File: config.mk
export PLATFORM = sky130hd
export DESIGN_NAME = fmpf_cell
export DESIGN_NICKNAME = d
export VERILOG_FILES = /design/src/rtl/fmpf_pkg.sv /design/src/rtl/fmpf_cell.sv
export SDC_FILE = /design/constraint.sdc
export NUM_CORES = 1
export LEC_CHECK = 0
export BUFFER_PORTS_ARGS = -buffer_cell sky130_fd_sc_hd__buf_2
export CORE_ASPECT_RATIO = 1.2
export CORE_MARGIN = 5
export CORE_UTILIZATION = 45
export DETAILED_ROUTE_END_ITERATION = 8
export PLACE_DENSITY = 0.69
export SLEW_MARGIN = 20
export SYNTH_ARGS = -nofsm -noshare
export SYNTH_HDL_FRONTEND = slang
export SYNTH_SLANG_ARGS = --single-unit
File: constraint.sdc
create_clock -name i_clk -period 14.9 [get_ports i_clk]
set_input_delay 2.98 -clock i_clk [delete_from_list [all_inputs] [get_ports i_clk]]
set_output_delay 2.98 -clock i_clk [all_outputs]
set_load 0.03 [all_outputs]
File: src/rtl/fmpf_pkg.sv
// ----------------------------------------------------------------------------
// fmpf_pkg
// Types and constants shared by the first-match packet filter modules.
// ----------------------------------------------------------------------------
`default_nettype none
package fmpf_pkg;

    localparam int ADDR_W = 32;
    localparam int PORT_W = 16;
    localparam int CNT_W  = 32;
    localparam int SLOT_OUT_W = 9;

    // request kinds
    typedef enum logic [2:0] {
        K_EVAL   = 3'd0,
        K_ADD_AL = 3'd1,
        K_ADD_DN = 3'd2,
        K_REMOVE = 3'd3,
        K_TOGGLE = 3'd4,
        K_STATS  = 3'd5,
        K_RSVD6  = 3'd6,
        K_RSVD7  = 3'd7
    } t_kind;

    // protocol codes
    localparam logic [1:0] PROTO_ANY = 2'd0;
    localparam logic [1:0] PROTO_TCP = 2'd1;
    localparam logic [1:0] PROTO_UDP = 2'd2;

    // statistics counter ids
    localparam logic [1:0] CID_IN_CHK  = 2'd0;
    localparam logic [1:0] CID_EG_CHK  = 2'd1;
    localparam logic [1:0] CID_IN_DENY = 2'd2;
    localparam logic [1:0] CID_EG_DENY = 2'd3;

    typedef enum logic [1:0] {
        ST_IDLE,
        ST_MATCH,
        ST_SEL,
        ST_STATS
    } t_state;

    // request broadcast to every cell
    typedef struct packed {
        t_kind              kind;
        logic [7:0]         slot;
        logic               dir;
        logic [1:0]         proto;
        logic [ADDR_W-1:0]  sa;
        logic [ADDR_W-1:0]  da;
        logic [ADDR_W-1:0]  smask;
        logic [ADDR_W-1:0]  dmask;
        logic [PORT_W-1:0]  sp_lo;
        logic [PORT_W-1:0]  sp_hi;
        logic [PORT_W-1:0]  dp_lo;
        logic [PORT_W-1:0]  dp_hi;
    } t_cmd;

    // per-cycle strobes from the sequencer to the cells
    typedef struct packed {
        logic capture;  // register candidate bit, apply remove/toggle
        logic commit;   // selected cell bumps its count or takes the new rule
    } t_cell_ctl;

    // prefix mask from a length, lengths above 32 act as 32
    function automatic logic [ADDR_W-1:0] mask_of(input logic [5:0] len);
        logic [5:0] l;
        l = (len > 6'd32) ? 6'd32 : len;
        return ~({ADDR_W{1'b1}} >> l);
    endfunction

endpackage
`default_nettype wire

File: src/rtl/fmpf_cell.sv
// ----------------------------------------------------------------------------
// fmpf_cell
// One rule slot: stores the rule and its hit count, matches it against the
// broadcast request and takes part in the lowest-slot priority chain.
// ----------------------------------------------------------------------------
`default_nettype none
module fmpf_cell #(
    parameter int IDX = 0
) (
    input  wire                          i_clk,
    input  wire                          i_rst_n,
    input  fmpf_pkg::t_cmd               i_cmd,
    input  fmpf_pkg::t_cell_ctl          i_ctl,
    input  wire                          i_prior,
    output logic                         o_prior,
    output logic                         o_sel,
    output logic                         o_deny,
    output logic [fmpf_pkg::CNT_W-1:0]   o_hits
);

    logic                            r_active, r_dir, r_deny;
    logic [1:0]                      r_proto;
    logic [fmpf_pkg::ADDR_W-1:0]     r_sa, r_da, r_smask, r_dmask;
    logic [fmpf_pkg::PORT_W-1:0]     r_sp_lo, r_sp_hi, r_dp_lo, r_dp_hi;
    logic [fmpf_pkg::CNT_W-1:0]      r_hits;
    logic                            r_cand;
    logic                            match, ports_ok, is_eval, is_add, slot_hit;

    assign is_eval  = (i_cmd.kind == fmpf_pkg::K_EVAL);
    assign is_add   = (i_cmd.kind == fmpf_pkg::K_ADD_AL) || (i_cmd.kind == fmpf_pkg::K_ADD_DN);
    assign slot_hit = ({1'b0, i_cmd.slot} == 9'(IDX));

    // rule against packet; ports count only for tcp and udp
    always_comb begin
        ports_ok = (i_cmd.sp_lo >= r_sp_lo) && (i_cmd.sp_lo <= r_sp_hi) &&
                   (i_cmd.dp_lo >= r_dp_lo) && (i_cmd.dp_lo <= r_dp_hi);
        match = r_active && (r_dir == i_cmd.dir) &&
                ((r_proto == fmpf_pkg::PROTO_ANY) || (r_proto == i_cmd.proto)) &&
                (((r_sa ^ i_cmd.sa) & r_smask) == '0) &&
                (((r_da ^ i_cmd.da) & r_dmask) == '0) &&
                (!((i_cmd.proto == fmpf_pkg::PROTO_TCP) ||
                   (i_cmd.proto == fmpf_pkg::PROTO_UDP)) || ports_ok);
    end

    // priority chain: first candidate from slot zero upward wins
    assign o_sel   = r_cand && !i_prior;
    assign o_prior = r_cand || i_prior;
    assign o_deny  = r_deny;
    assign o_hits  = r_hits;

    // control state
    always_ff @(posedge i_clk) begin
        if (!i_rst_n) begin
            r_active <= 1'b0;
            r_dir    <= 1'b0;
            r_deny   <= 1'b0;
            r_proto  <= '0;
            r_hits   <= '0;
            r_cand   <= 1'b0;
        end else begin
            if (i_ctl.capture) begin
                r_cand <= is_eval ? match : !r_active;
                if (slot_hit && i_cmd.kind == fmpf_pkg::K_REMOVE) begin
                    r_active <= 1'b0;
                    r_hits   <= '0;
                end
                if (slot_hit && i_cmd.kind == fmpf_pkg::K_TOGGLE) begin
                    r_active <= !r_active;
                end
            end
            if (i_ctl.commit && o_sel && is_eval) begin
                r_hits <= r_hits + 1'b1;
            end
            if (i_ctl.commit && o_sel && is_add) begin
                r_active <= 1'b1;
                r_dir    <= i_cmd.dir;
                r_proto  <= i_cmd.proto;
                r_deny   <= (i_cmd.kind == fmpf_pkg::K_ADD_DN);
                r_hits   <= '0;
            end
        end
    end

    // rule payload, valid once written by an add
    always_ff @(posedge i_clk) begin
        if (i_ctl.commit && o_sel && is_add) begin
            r_sa    <= i_cmd.sa;
            r_da    <= i_cmd.da;
            r_smask <= i_cmd.smask;
            r_dmask <= i_cmd.dmask;
            r_sp_lo <= i_cmd.sp_lo;
            r_sp_hi <= i_cmd.sp_hi;
            r_dp_lo <= i_cmd.dp_lo;
            r_dp_hi <= i_cmd.dp_hi;
        end
    end

endmodule
`default_nettype wire

# Word level (Yosys, flattened, before mapping)

Index checks and enable logic that the tools add are counted.

Register bits: 230
Output and inout port bits: 35
Logic and storage cells: 74

Add/subtract/negate cells: 1
$lt $le $gt $ge: 4
Equality and inequality tests: 8
Mux-type cells: 8
Bitwise operators: 5
Reduce and logical (&&, ||, !) cells: 34

Operators by type and width:

| operator              | count |
|---|---|
| $mux 32               | 3 |
| $and 32x32->32        | 2 |
| $logic_not 32->1      | 2 |
| $xor 32x32->32        | 2 |
| $add 32x1->32 const B | 1 |
| $ge 16x16->1          | 2 |
| $le 16x16->1          | 2 |
| $logic_and 1x1->1     | 14 |
| $logic_not 8->1       | 1 |
| $eq 3x2->1 const B    | 2 |
| $reduce_bool 2->1     | 3 |
| $logic_or 1x1->1      | 5 |
| $mux 1                | 5 |
| $reduce_and 2->1      | 2 |
| $eq 3x1->1 const B    | 1 |
| $eq 3x3->1 const B    | 1 |
| $logic_not 1->1       | 3 |
| $logic_not 3->1       | 1 |
| $reduce_bool 3->1     | 1 |
| $eq 2x1->1 const B    | 1 |
| $eq 2x2->1            | 1 |
| $eq 2x2->1 const B    | 1 |
| $logic_not 2->1       | 1 |
| $reduce_or 2->1       | 1 |
| other kinds (2)       | 2 |

# Depth between registers and ports, before layout

Gate-level depths: netlist of run 1.

Depth in word-level cells: 7
Mapped depth: 9
Mapped depth without buffers: 9

# Least setup slack after synthesis of run 1

OpenSTA, ideal clock, no wires.

Kind: input to register
Start point: in i_prior
End point: reg r_da[0] (netlist bit) (enable)
Setup time: 0.545 ns
Data arrival time: 7.632 ns
Required time: 14.355 ns
Slack: 6.723 ns
Stages on the path: 4
Path buffers: 0
Cell sequence: nor2b_1 and3b_2 nand2_1 inv_1

Cells in the longest elaborated chain, start to end: 4

RTL lines:

| item                            | line            | source |
|---|---|---|
| start, declared                 | fmpf_cell.sv:14 | `input wire i_prior,` |
| $logic_not 1->1                 | fmpf_cell.sv:46 | `assign o_sel = r_cand && !i_prior;` |
| $logic_and 1x1->1               | fmpf_cell.sv:46 |  |
| $logic_and 1x1->1 (2 in series) | fmpf_cell.sv:86 | `if (i_ctl.commit && o_sel && is_add) begin` |
| end signal, assigned            | fmpf_cell.sv:88 | `r_da <= i_cmd.da;` |
| end, declared                   | fmpf_cell.sv:23 | `logic [fmpf_pkg::ADDR_W-1:0] r_sa, r_da, r_smask, r_dmask;` |

No other way between the ends.
A chain may end at the register's enable or synchronous reset.

# Worst setup path in the final report of run 1

Start point: in i_prior
End point: out o_prior

Cells in the longest elaborated chain, start to end: 1

RTL lines:

| item             | line            | source |
|---|---|---|
| $logic_or 1x1->1 | fmpf_cell.sv:47 | `assign o_prior = r_cand \|\| i_prior;` |
| end, declared    | fmpf_cell.sv:15 | `output logic o_prior,` |

No other way between the ends.

==> impl_metrics.tcl, run 1 <==
set metrics [dict create \
    layout_common_cells "buf_2, edfxtp_1, inv_1, xor2_1, ha_1" \
    cts_hold_buf 0 \
    yosys.area_share.adder_pct 8.014 \
    instances_no_fill 1325 \
    gp_congestion 0.7732 \
    num_vias 6766 \
    fin_ws_ns 8.392 \
    row_count 60 \
    power_mw 1.319 \
    dieArea_um2 25670 \
    clockPowerShare_pct 40.6 \
    tns_ns 0 \
    yosysSeqAreaShare_pct 64.31 \
    final_nets 1301 \
    synth_seq_cells 230 \
    skew_ns 0.01675 \
    cts_made_buffers 24 \
    die_y_um 174.5 \
    ctsResizeCount 0 \
    core_um2 22300 \
    clk_pin_slew_ns 0.06 \
    tritoncts "built" \
    postSynthAreaPerCell_um2 13.39 \
    drt-initial-drc-count 311 \
    p_seq_share_pct 53.4 \
    clock_path_buffers 3 \
    port_buffers 245 \
    ir_worst_vdd_mv 0.1021 \
    p_sw_mw 0.2759 \
    grt-ovfl-total 0 \
    yosys_warnings 0 \
    worstSetupEndpointType "output pin" \
    syn-num-nets 1034 \
    hold_viol 0 \
    status "finished clean" \
    crit_end "o_prior" \
    pre_cts_slack_ns 8.393 \
    crit_path_start "i_prior" \
    drc 0 \
    placed_cells 1278 \
    switching_share_pct 20.91 \
    viasPerCell 5.106 \
    fin_hold_ws_ns 0.4775 \
    rsz0062_at_grt "no" \
    die_x_um 147.1 \
    htree_num_levels 1 \
    startpoint_type "input pin" \
    powerDensity_nw_per_um2 106.2 \
    muxShareOfSynthArea_pct 0.6658 \
    area.growth.synth_to_final_pct 22.45 \
    synth_cells 758 \
    synth_top_family_by_area "simple AND/OR/NAND/NOR gates" \
    wire_per_inst_um 16.34 \
    ant_nets 0 \
    grt_pass1_vias 6967 \
    arrival_ns 3.53 \
    clockRootBuffer "clkbuf_16" \
    synth-compound-area-share_pct 8.297 \
    clk_latency_ns 0.51 \
    synth_edf_count 192 \
    reg2regPathDepth 5 \
    track_usage_pct 16.49 \
    pin_count 246 \
    layout_min_cycle_time_ns 6.508 \
    worstSetupPathType "input pin to output pin" \
    grt_max_degree 82 \
    setup_viol 0 \
    clock.fmax_ghz 0.1536 \
    clock-sinks 230 \
    synth_xor_area_share_pct 6.127 \
    antenna_found_initial 7 \
    combPwrFrac_pct 6.0 \
    required_ns 11.92 \
    drt_first_pass_iters 4 \
    final_common_cell "buf_2" \
    timing.rr.end "r_dmask[31]" \
    rrSetupSlack_ns 12.19 \
    synth_cell_types 62 \
    start_util_pct 45.52 \
    p_leak_nw 5.143 \
    fin_crit_sh_pct 43.68 \
    synthesis.area_um2 10150 \
    synth-simple-area-share_pct 9.765 \
    synth-async-reset-ratio_pct 0 \
    synth_flop_cell "edfxtp_1" \
    hp-class "flop to flop" \
    post-dp-hpwl_um 16380 \
    drive_above_1_share_pct 28.37 \
    drv_cap 0 \
    grt_first_pass_wirelength_um 34490 \
    p_int_mw 1.043 \
    r2r_start "r_cand" \
    slew_headroom_pct 35.81 \
    crit_fanout 3 \
    worst_pin_slew_ns 0.9629 \
    final_max_slew_viol_count 0 \
    cts_setup_buffers 0 \
    drt_wl_total_um 21650 \
]
-- kinds of logic after synthesis --
kind of cell | after synthesis
flip-flops | 230
adder cells (fa/ha/maj) | 65
multiplexers | 6
buffers and inverters | 76
AND/OR/NAND/NOR | 184
AO/OA/AOI/OAI | 126
XOR/XNOR | 71
-- layer usage --
layer | wire length [um] | global-route usage (%) | vias up
met1 | 8526 | 19.13 | 3144
met4 | 446 | 4.312 | 4
met3 | 1972 | 6.023 | 34
met5 | 21 | 0 | -
li1 | - | - | 3369
met2 | 10690 | 28.90 | 215
-- power by group through the flow --
stage                     combinational [mW]  clock, mW  sequential [mW]
after floorplan                       0.0340          0            0.719
after global placement                0.0784          0            0.718
after detailed placement              0.0804          0            0.718
after CTS                             0.0810      0.552            0.704
after global routing                  0.0903      0.578            0.704
final                                 0.0793      0.536            0.704
-- synth_stat cells (2+ instances only) --
| master | instances | share of area [%] |
|---|---|---|
| a2111oi_0 | 2 | 0.17 |
| a21boi_0 | 3 | 0.22 |
| a21o_1 | 5 | 0.37 |
| a21oi_1 | 38 | 1.9 |
| a221oi_1 | 5 | 0.43 |
| a22o_1 | 5 | 0.43 |
| a22oi_1 | 22 | 1.6 |
| a31oi_1 | 2 | 0.12 |
| and2_1 | 2 | 0.12 |
| and3_1 | 7 | 0.43 |
| and4_1 | 4 | 0.35 |
| clkbuf_1 | 5 | 0.18 |
| dfxtp_1 | 38 | 7.5 |
| edfxtp_1 | 192 | 57 |
| ha_1 | 65 | 8.0 |
| inv_1 | 70 | 2.6 |
| mux2_2 | 5 | 0.55 |
| nand2_1 | 48 | 1.8 |
| nand2b_1 | 2 | 0.12 |
| nand3_1 | 28 | 1.4 |
| nand3b_1 | 3 | 0.22 |
| nand4_1 | 23 | 1.4 |
| nor2_1 | 32 | 1.2 |
| nor2b_1 | 3 | 0.18 |
| nor3_1 | 7 | 0.35 |
| nor4_1 | 5 | 0.31 |
| o211ai_1 | 3 | 0.22 |
| o21a_1 | 8 | 0.59 |
| o21ai_0 | 16 | 0.79 |
| o31ai_1 | 5 | 0.37 |
| or2_0 | 3 | 0.18 |
| or2_2 | 3 | 0.18 |
| xnor2_1 | 5 | 0.43 |
| xor2_1 | 66 | 5.7 |
-- flip-flops by register name, summed over array words and instances (netlist names) --
signal / cells
r_sp_hi: 16
r_sp_lo: 16
r_dmask: 32
o_deny: 1
o_hits: 32
r_sa: 32
r_active: 1
r_da: 32
r_cand: 1
r_smask: 32
r_dp_hi: 16
r_dir: 1
r_proto: 2
r_dp_lo: 16
-- critical path, stage by stage --
cell and delay [ns]:
buf_2 0.11, or2_2 0.26, buf_2 0.18
-- layout make-up --
type | instances | area (um2)
antenna | 6 | 15.01
clock buffer | 29 | 640.6
clock inverter | 12 | 51.30
fill | 1905 | 9869
inverter | 70 | 267.8
multi-input combinational | 452 | 3336
sequential | 230 | 6526
tap | 279 | 349.1
timing repair buffer | 247 | 1241
-- metrics by stage --
stage | utilization (%) | instance area (um2)
floorplan | - | 10150
global placement | 52.56 | 11720
detailed placement | 52.56 | 11720
CTS | 55.67 | 12410
global route | 55.72 | 12420
finish | 55.74 | 12430
-- how the worst min path moves through the flow --
stage,from,endpoint,cells past startpoint,slack [ns]
6_report,o_hits[31],o_hits[31],1,0.48
5_1_grt,o_hits[31],o_hits[31],1,0.49
4_1_cts,o_hits[31],o_hits[31],1,0.47
3_5_place_dp,o_hits[31],o_hits[31],1,0.46
3_3_place_gp,o_hits[31],o_hits[31],1,0.46
2_1_floorplan,r_proto[1],r_proto[1],2,0.45
Note: power is estimated with default switching activity, not from simulation.
==> inputs of run 2 (changes only) <==
--- a/config.mk
+++ b/config.mk
@@ -10,7 +10,7 @@
 export CORE_MARGIN = 5
 export CORE_UTILIZATION = 45
 export DETAILED_ROUTE_END_ITERATION = 8
-export PLACE_DENSITY = 0.69
+export PLACE_DENSITY = 0.72
 export SLEW_MARGIN = 20
 export SYNTH_ARGS = -nofsm -noshare
 export SYNTH_HDL_FRONTEND = slang
==> constraint.sdc (replaced) <==
create_clock -name i_clk -period 5.4 [get_ports i_clk]
set_input_delay 1.08 -clock i_clk [delete_from_list [all_inputs] [get_ports i_clk]]
set_output_delay 1.08 -clock i_clk [all_outputs]
set_load 0.03 [all_outputs]
==> impl_metrics.tcl, run 2 (synthesis gave the netlist of run 1 again) <==
set metrics [dict create \
    p_seq_share_pct 51.0 \
    clk_pin_slew_ns 0.06 \
    row_count 60 \
    path_cells "buf_2, nor2b_1, and3b_2, nand2_1, clkinvlp_4, buf_12" \
    rrSetupSlack_ns 2.76 \
    hold_viol 0 \
    dieArea_um2 25670 \
    power_mw 3.806 \
    skew_ns 0.01980 \
    grt-ovfl-total 0 \
    clock_path_buffers 3 \
    worstSetupEndpointType "flop" \
    final_nets 1301 \
    core_um2 22300 \
    clk_latency_ns 0.52 \
    drive_above_1_share_pct 28.98 \
    placed_area_um2 11740 \
    track_usage_pct 16.61 \
    drt-initial-drc-count 291 \
    fin_hold_ws_ns 0.4709 \
    startpoint_type "input pin" \
    grt_max_degree 102 \
    worst_pin_slew_ns 0.9321 \
    layout_common_cells "buf_2, edfxtp_1, inv_1, xor2_1, ha_1" \
    area.growth.synth_to_final_pct 23.55 \
    ir_worst_vdd_mv 0.3454 \
    clock-sinks 230 \
    cts_made_buffers 24 \
    status "finished clean" \
    required_ns 5.59 \
    post-dp-hpwl_um 16530 \
    num_vias 6790 \
    rsz0062_at_grt "no" \
    gp_congestion 0.8291 \
    cts_setup_buffers 0 \
    combPwrFrac_pct 5.8 \
    tritoncts "built" \
    wire_per_inst_um 16.70 \
    switching_share_pct 21.09 \
    drt_wl_total_um 22150 \
    final_common_cell "buf_2" \
    fin_crit_sh_pct 52.29 \
    drv_cap 0 \
    tns_ns 0 \
    placed_cells 1278 \
    drc 0 \
    setup_viol 0 \
    fin_area_um2 12540 \
    clock.fmax_ghz 0.3542 \
    p_int_mw 3.003 \
    grt_first_pass_wirelength_um 34670 \
    start_util_pct 45.52 \
    ant_nets 0 \
    pin_count 246 \
    arrival_ns 3.01 \
    port_buffers 245 \
    cpPeakStageDelay_ns 0.71 \
    viasPerCell 5.121 \
    instances_no_fill 1326 \
    die_y_um 174.5 \
    final_max_slew_viol_count 0 \
    crit_fanout 101 \
    clockRootBuffer "clkbuf_16" \
    hp-class "flop to flop" \
    cts_hold_buf 0 \
    p_leak_nw 5.172 \
    worstSetupPathType "input pin to flop" \
    grt_pass1_vias 6968 \
    drt_first_pass_iters 5 \
    p_sw_mw 0.8025 \
    htree_num_levels 1 \
    clockPowerShare_pct 43.1 \
    antenna_found_initial 7 \
    powerDensity_nw_per_um2 303.5 \
    ctsResizeCount 0 \
    layout_min_cycle_time_ns 2.824 \
    die_x_um 147.1 \
    slew_headroom_pct 37.71 \
    cp_slowest_cell "clkinvlp_4" \
]
[run 2: cell types whose count changed in the layout (fill, tap and decap cells not counted)]
cell / before / now
inv_6: 1 / 0
clkinv_1: 7 / 4
clkbuf_16: 25 / 24
diode_2: 6 / 5
clkbuf_1: 4 / 2
bufinv_16: 0 / 3
clkinvlp_4: 0 / 4
buf_4: 2 / 0
clkinvlp_2: 0 / 1
clkinv_8: 0 / 1
buf_12: 0 / 2
[run 2: final timing paths]
kind               from           to  depth (start not counted)
max             i_prior  r_dmask[16]                          6
min reg2reg  o_hits[31]   o_hits[31]                          1
min          o_hits[31]   o_hits[31]                          1
max reg2reg      r_cand  r_dmask[16]                          5
[run 2: routing by layer]
metal | wire, um | GRT usage [%] | part of all wire, % | vias to the layer above
li1 | - | - | - | 3368
met1 | 8648 | 20.05 | 39 | 3144
met2 | 10750 | 27.96 | 49 | 233
met3 | 2244 | 6.206 | 10 | 39
met4 | 477 | 4.740 | 2.2 | 6
met5 | 34 | 0 | 0.15 | -
[run 2: worst max-delay path: cells and delay by family]
kind / cells / cell delay, ns
buf+inv: 3 / 1.32
simple gates: 3 / 0.51
[run 2: power by group through the flow]
stage / sequential (mW) / clock [mW] / combinational (mW)
floorplan: 1.98 / 0 / 0.0939
global route: 1.94 / 1.78 / 0.250
finish: 1.94 / 1.64 / 0.221
CTS: 1.94 / 1.69 / 0.225
global placement: 1.98 / 0 / 0.216
detailed placement: 1.98 / 0 / 0.223
[run 2: area by class of cell]
| cell class | count | area [um2] |
|---|---|---|
| inverter | 70 | 266.5 |
| sequential | 230 | 6526 |
| clock buffer | 26 | 608.1 |
| fill | 1837 | 9758 |
| clock inverter | 17 | 173.9 |
| tap | 279 | 349.1 |
| timing repair buffer | 247 | 1266 |
| antenna | 5 | 12.51 |
| multi-input combinational | 452 | 3336 |
[run 2: through the flow]
stage / worst slack, ns / utilization [%]
after detailed placement: 2.071 / 52.67
after global routing: 2.478 / 56.21
after floorplan: 0.4407 / -
after global placement: 2.094 / 52.67
after CTS: 2.604 / 56.18
final: 2.576 / 56.23
